[src/design/sacl_pkg.sv]
// Shared types, constants and codes for the set-associative cache lookup unit.
package sacl_pkg;

    localparam int ADDR_W        = 48;
    localparam int SET_IDX_W     = 8;
    localparam int WAY_OUT_W     = 2;
    localparam int CFG_W         = 4;
    localparam int CFG_IDX_W     = 2;

    localparam int WAYS_DEF      = 4;
    localparam int SETS_DEF      = 256;
    localparam int ADDR_BITS_DEF = 48;

    localparam logic [CFG_W-1:0] OFFSET_BITS_RST = 4'd6;
    localparam logic [CFG_W-1:0] INDEX_BITS_RST  = 4'd8;

    localparam logic [CFG_IDX_W-1:0] CFG_OFFSET_BITS = 2'd0;
    localparam logic [CFG_IDX_W-1:0] CFG_INDEX_BITS  = 2'd1;

    typedef struct packed {
        logic [ADDR_W-1:0] address;
        logic              is_write;
    } req_t;

    typedef struct packed {
        logic                 hit;
        logic [WAY_OUT_W-1:0] way;
        logic [SET_IDX_W-1:0] set_index;
        logic                 writeback;
        logic [ADDR_W-1:0]    victim_tag;
    } rsp_t;

    typedef enum logic [1:0] {
        ST_CLEAR,
        ST_IDLE,
        ST_LOOK
    } state_t;

endpackage

[src/design/sacl_policy.sv]
// Per-set hit detection, victim choice and true-LRU row update.
module sacl_policy
    import sacl_pkg::*;
#(
    parameter int WAYS = WAYS_DEF,
    parameter int AW   = ADDR_BITS_DEF
)
(
    input  logic [WAYS-1:0][AW+2+((WAYS > 1) ? $clog2(WAYS) : 1)-1:0] row,
    input  logic [AW-1:0]                                             tag,
    input  logic                                                      is_write,
    output logic                                                      hit,
    output logic [((WAYS > 1) ? $clog2(WAYS) : 1)-1:0]                way,
    output logic                                                      writeback,
    output logic [AW-1:0]                                             victim_tag,
    output logic [WAYS-1:0][AW+2+((WAYS > 1) ? $clog2(WAYS) : 1)-1:0] row_next
);

    localparam int WAY_W = (WAYS > 1) ? $clog2(WAYS) : 1;
    localparam int V_POS = WAY_W + 1;
    localparam int D_POS = WAY_W;

    logic [WAYS-1:0][AW-1:0]    tg;
    logic [WAYS-1:0]            vld;
    logic [WAYS-1:0]            drt;
    logic [WAYS-1:0][WAY_W-1:0] rk;
    logic [WAY_W-1:0]           hit_way;
    logic [WAY_W-1:0]           inv_way;
    logic [WAY_W-1:0]           lru_way;
    logic [WAY_W-1:0]           max_rank;
    logic                       found;
    logic [WAY_W-1:0]           sel_rank;

    always_comb
    begin
        hit      = 1'b0;
        hit_way  = '0;
        found    = 1'b0;
        inv_way  = '0;
        lru_way  = '0;
        for (int w = 0; w < WAYS; w++)
        begin
            tg[w]  = row[w][AW+WAY_W+1:WAY_W+2];
            vld[w] = row[w][V_POS];
            drt[w] = row[w][D_POS];
            rk[w]  = row[w][WAY_W-1:0];
        end
        max_rank = rk[0];
        for (int w = 0; w < WAYS; w++)
        begin
            if (!hit && vld[w] && tg[w] == tag)
            begin
                hit     = 1'b1;
                hit_way = WAY_W'(w);
            end
            if (!found && !vld[w])
            begin
                found   = 1'b1;
                inv_way = WAY_W'(w);
            end
        end
        // ties go to the lowest way: strict compare
        for (int w = 1; w < WAYS; w++)
        begin
            if (rk[w] > max_rank)
            begin
                max_rank = rk[w];
                lru_way  = WAY_W'(w);
            end
        end

        way        = hit ? hit_way : (found ? inv_way : lru_way);
        writeback  = !hit && !found && drt[lru_way];
        victim_tag = writeback ? tg[lru_way] : '0;
        sel_rank   = rk[way];

        for (int w = 0; w < WAYS; w++)
        begin
            row_next[w] = row[w];
            if (rk[w] < sel_rank)
            begin
                row_next[w][WAY_W-1:0] = rk[w] + WAY_W'(1);
            end
            if (WAY_W'(w) == way)
            begin
                row_next[w][WAY_W-1:0] = '0;
                row_next[w][V_POS]     = 1'b1;
                row_next[w][D_POS]     = hit ? (drt[w] | is_write) : is_write;
                if (!hit)
                begin
                    row_next[w][AW+WAY_W+1:WAY_W+2] = tag;
                end
            end
        end
    end

endmodule

[config.mk]
export PLATFORM = sky130hd
export DESIGN_NAME = sacl_policy
export DESIGN_NICKNAME = d
export VERILOG_FILES = /design/src/design/sacl_pkg.sv /design/src/design/sacl_policy.sv
export SDC_FILE = /design/constraint.sdc
export NUM_CORES = 1
export LEC_CHECK = 0
export BUFFER_PORTS_ARGS = -buffer_cell sky130_fd_sc_hd__buf_4
export CAP_MARGIN = 15
export CORE_AREA = 2 2 199 201
export DETAILED_ROUTE_END_ITERATION = 16
export DIE_AREA = 0 0 201 203
export PLACE_DENSITY = 0.39
export SLEW_MARGIN = 20
export SYNTH_ARGS = -nofsm -noshare
export SYNTH_HDL_FRONTEND = slang
export SYNTH_SLANG_ARGS = --single-unit
[constraint.sdc]
create_clock -name vclk -period 9
set_input_delay 0.45 -clock vclk [all_inputs]
set_output_delay 0.45 -clock vclk [all_outputs]
set_load 0.01 [all_outputs]
==> summary.txt, run 1 <==
Worst hold path
  – Hold Path Class: input port to output pin
  – Worst hold path depth: 3
  – Worst Hold Launch: row[158]
  – Hold Path Sink: row_next[158]

Detailed routing
  – DR vias/cell: 4.70
  – Initial DRT Pass Iterations: 4
  – Avg WL per Cell: 27.8 um
  – Antenna-violating nets left: 0
  – Total wire length: 52.4 mm
  – Via count: 8,852
  – Initial DRC count: 460
  – DRC viols: 0

Timing
  – Final period util: 75.7%
  – Fin Hold WS: 1.23 ns
  – Slew @ Worst Pin: 1.02 ns
  – Fmax: 147 MHz
  – Minimum clock period: 6.81 ns
  – Max-slew violations: 0
  – Final hold viol count: 0
  – RSZ-0062 raised after global routing: no
  – TNS Setup: 0 ns
  – Setup slack after layout: 2.19 ns
  – # setup viols final: 0
  – Rel. slew slack: 31.6%

Worst setup path
  – Crit-path max FO: 43
  – Critical path launch point type: input port
  – WP data required: 8.55 ns
  – Worst EP arrival: 6.36 ns
  – WS Path Type: input port to output pin
  – Crit end category: output pin

Placement
  – Final HPWL DP: 43.4 mm
  – Worst slack, placed: 2.19 ns
  – Placer Congestion: 0.837
  – # port buffers: 517
  – Placed cell areas: 0.0114 sq mm

Floorplan
  – Die Wd: 201 um
  – Core area: 0.0385 sq mm
  – Die area: 0.0408 sq mm
  – Row cnt: 72
  – Ports: 517
  – Initial core utilization: 19.0%
  – Vert. Die Dim: 203 um

Synthesis
  – Synth warn: 0
  – Avg Inst Size Synth: 7.75 sq um
  – Synth unique cells: 56
  – Synth Instances: 945
  – Register area share after synthesis: 0%
  – Post-Syn Area: 0.00732 sq mm
  – Mapped Nets: 1,214

Pwr
  – Comb power frac: 100.0%
  – Switching part of the total: 54.2%
  – Clk pwr share: 0%
  – Cell Pwr Density: 77.5 mW/mm^2
  – Max VDD drop: 0.0281 mV
  – Pwr Total: 884 uW
  – Net switching power: 479 uW
  – Seq pwr share: 0%
  – Cell Int Power: 404 uW
  – LEAKAGE: 0.00537 uW

Global routing
  – Largest net degree at the start of global routing: 59
  – First-pass GRT wire length: 71.4 mm
  – Remaining Overflow, GRT: 0
  – Vias in the first global route: 9,105
  – Total global-route track usage: 24.3%
  – Initial antenna violation count: 1

Cells and area
  – Fin area: 0.0114 sq mm
  – Fillers: 4,274
  – Register area: 0 sq um
  – Area growth syn-to-layout: 55.7%
  – Ratio of cells with drive above 1 in the final layout: 53.5%
  – Clk_buf instances: 0
  – Final nets: 1,637
  – Seq cells: 0

Clock tree
  – Post-CTS Setup Inserts: 0
  – Cts repair resizes: 0
  – Post-CTS Hold Buffers: 0

Flow run
  – Max_cap viols: 0

Outcome
  – Status: complete, no violations
[placed cells by master, fill, tap and decap left out, types with 2 or more instances in the layout]
master and n:
nand2_4 4, nor4_2 4, nand2b_1 18, or3_1 2, nor4_1 23, o311a_1 3
a21oi_1 54, mux2_4 32, xor2_1 81, nor2_1 114, a221oi_1 3, inv_1 37
ha_1 12, a22o_1 5, nand4_1 24, o221a_2 2, nand3_1 2, nor2b_1 12
mux2i_1 58, o22ai_1 6, mux2_2 153, o2111ai_1 4, buf_4 523, o21ai_0 8
a2111o_1 3, and3_1 2, a21boi_0 2, o2111a_1 2, a211oi_1 49, nand2_1 17
nor3_1 2, o211ai_1 2, xnor2_1 83
[critical path, stage by stage]
cell,delay (ns)
buf_4,0.11
inv_1,0.12
ha_1,0.26
nand2b_1,0.19
o21ai_4,0.08
buf_4,0.49
nand2_1,0.12
o21ai_0,0.13
ha_1,0.16
nor2b_1,0.17
or2_4,0.46
mux2_2,0.40
ha_1,0.32
a2bb2oi_4,0.08
nor3b_1,0.22
o21bai_1,0.10
o21ai_2,0.56
inv_1,0.22
o21ai_0,0.56
ha_1,0.36
or3_1,0.34
a21boi_0,0.15
o221a_2,0.14
buf_4,0.14
[final cells by class]
| cell class | instances | area, sq um | area share, % |
|---|---|---|---|
| tap | 518 | 648 | 5.69 |
| timing repair buffer | 523 | 3930 | 34.4 |
| multi-input combinational | 805 | 6680 | 58.6 |
| inverter | 38 | 145 | 1.27 |
| antenna | 1 | 2.50 | 0.0220 |
[synthesized netlist by cell type, drive strengths merged, types with 2 or more instances]
master / instances / area share (%)
nor2b: 13 / 1.1
nand3: 2 / 0.14
nand2: 21 / 1.3
buf: 72 / 5.9
mux2i: 58 / 7.9
nor3: 2 / 0.14
xor2: 81 / 9.7
nor2: 115 / 6.1
o2111a: 2 / 0.31
o21ai: 10 / 0.73
a21oi: 54 / 3.7
o2111ai: 4 / 0.48
and3: 2 / 0.17
inv: 38 / 2.0
or3: 2 / 0.17
o221a: 2 / 0.31
nor4: 27 / 2.6
xnor2: 83 / 9.9
a211oi: 49 / 5.0
ha: 12 / 2.1
nand4: 24 / 2.1
a22o: 5 / 0.60
o311a: 3 / 0.41
a221oi: 3 / 0.36
o22ai: 6 / 0.51
mux2: 185 / 30
clkbuf: 30 / 1.5
o211ai: 2 / 0.20
nand2b: 18 / 1.5
a2111o: 3 / 0.46
a21boi: 3 / 0.46
or2: 2 / 0.17
[cells by family (layout without fill, tap and decap cells)]
logic type	after synthesis	in the layout	share of synthesized area (%)
other	0	1	0
adder cells (fa/ha/maj)	12	12	2.05
buffers and inverters	140	561	9.40
AND/OR/NAND/NOR	231	231	16.2
AO/OA/AOI/OAI	155	155	14.7
multiplexers	243	243	38.0
XOR/XNOR	164	164	19.6
[worst max path at each step]
stage	end	start
floorplan	row_next[105]	row[1]
global placement	row_next[104]	row[1]
detailed placement	row_next[104]	row[1]
CTS	row_next[104]	row[1]
global route	row_next[104]	row[1]
finish	row_next[104]	row[1]
[metal layers]
layer  global-route usage [%]  vias up  wire (um)
met3                     3.29       25       2480
li1                         -     4199          -
met2                     44.6      347      26500
met1                     30.8     4281      22700
met5                        0        -          0
met4                     2.75        0        694
[metrics by stage]
| step | utilization [%] | std cells |
|---|---|---|
| floorplan | - | 945 |
| global placement | 29.6 | 1884 |
| detailed placement | 29.6 | 1884 |
| CTS | 29.6 | 1884 |
| global route | 29.6 | 1885 |
| finish | 29.6 | 1885 |
[power groups by stage]
stage	combinational, uW	sequential (uW)	clock, uW
5_1_grt	945	0	0.0000149
2_1_floorplan	469	0	0
4_1_cts	895	0	0
6_report	884	0	0.0000149
3_5_place_dp	891	0	0
3_3_place_gp	893	0	0
Power figures use the tool's default switching activity.
==> run 2, diff against run 1 <==
--- a/config.mk
+++ b/config.mk
@@ -7,10 +7,10 @@
 export LEC_CHECK = 0
 export BUFFER_PORTS_ARGS = -buffer_cell sky130_fd_sc_hd__buf_4
 export CAP_MARGIN = 15
-export CORE_AREA = 2 2 199 201
+export CORE_AREA = 2 2 202 204
 export DETAILED_ROUTE_END_ITERATION = 16
-export DIE_AREA = 0 0 201 203
-export PLACE_DENSITY = 0.39
+export DIE_AREA = 0 0 204 206
+export PLACE_DENSITY = 0.4
 export SLEW_MARGIN = 20
 export SYNTH_ARGS = -nofsm -noshare
 export SYNTH_HDL_FRONTEND = slang
==> constraint.sdc (replaced) <==
create_clock -name vclk -period 6.15
set_input_delay 0.3075 -clock vclk [all_inputs]
set_output_delay 0.3075 -clock vclk [all_outputs]
set_load 0.01 [all_outputs]
==> run 2 against run 1 <==
Effect of this change: core utilization decreased by 1.0 points; clock-buffer cell count stayed put; die area is 3.0% higher; combinational power grew 48%; sequential share of layout area unchanged; total power up 48%; global-route usage down 0.52 points; via count up 1.5%; non-clock buffer count rose by 8; critical path depth unchanged; first-iteration DRC count shrank 15%.
==> summary.txt, run 2 (synthesized netlist as in run 1, its figures left out) <==
Outcome
  – Status: complete, no violations

Floorplan
  – Die Wd: 204 um
  – Die area: 0.0420 sq mm
  – Initial core utilization: 18.2%
  – Core area: 0.0402 sq mm
  – Row cnt: 74
  – Vert. Die Dim: 206 um
  – Ports: 517

Placement
  – Placed cell areas: 0.0115 sq mm
  – Final HPWL DP: 44.7 mm
  – # port buffers: 517
  – Placer Congestion: 0.848
  – DP Cell Count: 1,906

Timing
  – Max-slew violations: 0
  – Rel. slew slack: 23.1%
  – Fin Hold WS: 0.942 ns
  – Minimum clock period: 5.66 ns
  – TNS Setup: 0 ns
  – # setup viols final: 0
  – Fmax: 177 MHz
  – Final period util: 92.0%
  – RSZ-0062 raised after global routing: no
  – Final hold viol count: 0
  – Slew @ Worst Pin: 1.14 ns

Detailed routing
  – Via count: 8,984
  – Total wire length: 53.2 mm
  – DRC viols: 0
  – Avg WL per Cell: 27.9 um
  – Antenna-violating nets left: 0
  – Initial DRC count: 392
  – DR vias/cell: 4.71
  – Initial DRT Pass Iterations: 5

Global routing
  – First-pass GRT wire length: 70.8 mm
  – Vias in the first global route: 8,956
  – Total global-route track usage: 23.8%
  – Initial antenna violation count: 0
  – Remaining Overflow, GRT: 0
  – Largest net degree at the start of global routing: 100

Worst setup path
  – WP data required: 5.84 ns
  – Critical path launch point type: input port
  – WS Path Type: input port to output pin
  – Worst Setup SP: row[1]
  – Crit-path max FO: 11
  – Crit end category: output pin
  – Worst EP arrival: 5.35 ns

Cells and area
  – Area occupied by multi-input gates: 0.00668 sq mm
  – Clk_buf instances: 0
  – Final std cells w/o fill: 1,907
  – Fin area: 0.0115 sq mm
  – Most frequent cells in the layout: buf_4, mux2_2, nor2_1, xnor2_1, xor2_1
  – Area growth syn-to-layout: 57.1%
  – Final nets: 1,645
  – Register area: 0 sq um
  – Fillers: 4,535
  – Seq cells: 0
  – Ratio of cells with drive above 1 in the final layout: 53.8%
  – Commonest non-fill, non-tap cell in the layout: buf_4

Pwr
  – Cell Pwr Density: 114 mW/mm^2
  – LEAKAGE: 0.00542 uW
  – Max VDD drop: 0.0472 mV

Worst hold path
  – Hold Path Class: input port to output pin
  – Worst Hold Launch: row[54]

Flow run
  – Max_cap viols: 0

Clock tree
  – Post-CTS Hold Buffers: 0
  – Post-CTS Setup Inserts: 0
  – Cts repair resizes: 0
-- run 2: changes by cell type in the layout (fill, tap and decap cells not counted), sizes merged --
| cell | delta |
|---|---|
| buf | +8 |
-- run 2: path summary, 6_finish.rpt --
| path | endpoint | slack (ns) | cells past startpoint |
|---|---|---|---|
| worst max-delay path | row_next[104] | 0.49 | 24 |
| worst min-delay path | row_next[54] | 0.94 | 3 |
-- run 2: critical path: stages --
cell and delay (ns):
buf_4 0.11, inv_1 0.11, ha_1 0.26, nor2_1 0.23, o21ai_4 0.10, o21ai_0 0.24
ha_1 0.27, nor2b_1 0.14, or2_4 0.24, mux2_2 0.27, ha_1 0.17, nor2b_1 0.19
a2bb2oi_4 0.17, o31ai_1 0.09, a21oi_1 0.15, o22ai_1 0.12, a21boi_4 0.37, o21ai_0 0.14
o21ai_0 0.53, ha_1 0.36, or3_1 0.34, a21boi_0 0.14, o221a_2 0.13, buf_4 0.14
-- run 2: metal layers --
layer  routed length (um)  part of all wire (%)  track usage (%)  vias to the layer above
li1                     -                     -                -                     4225
met1                23100                    43             30.3                     4365
met2                27100                    51             44.6                      376
met3                 2550                   4.8             2.51                       18
met4                  465                  0.87             1.58                        0
met5                    0                     0                0                        -
-- run 2: final cells by class --
cell class                 count  share of cell area (%)
multi-input combinational    805                    58.0
inverter                      38                    1.26
tap                          532                    5.79
timing repair buffer         531                    34.9
antenna                        1                  0.0217
-- run 2: stage by stage --
step           power, uW  util (%)  setup slack (ns)
2_1_floorplan        688         -            0.0692
3_3_place_gp        1320      28.6             0.567
3_5_place_dp        1320      28.6             0.530
4_1_cts             1320      28.6             0.515
5_1_grt             1400      28.6             0.108
6_report            1310      28.6             0.494
-- run 2: power by group --
| group | switching (uW) | internal, uW | total (uW) |
|---|---|---|---|
| combinational | 709 | 598 | 1310 |
| clock | 0 | 0.0000217 | 0.0000218 |
| sequential | 0 | 0 | 0 |
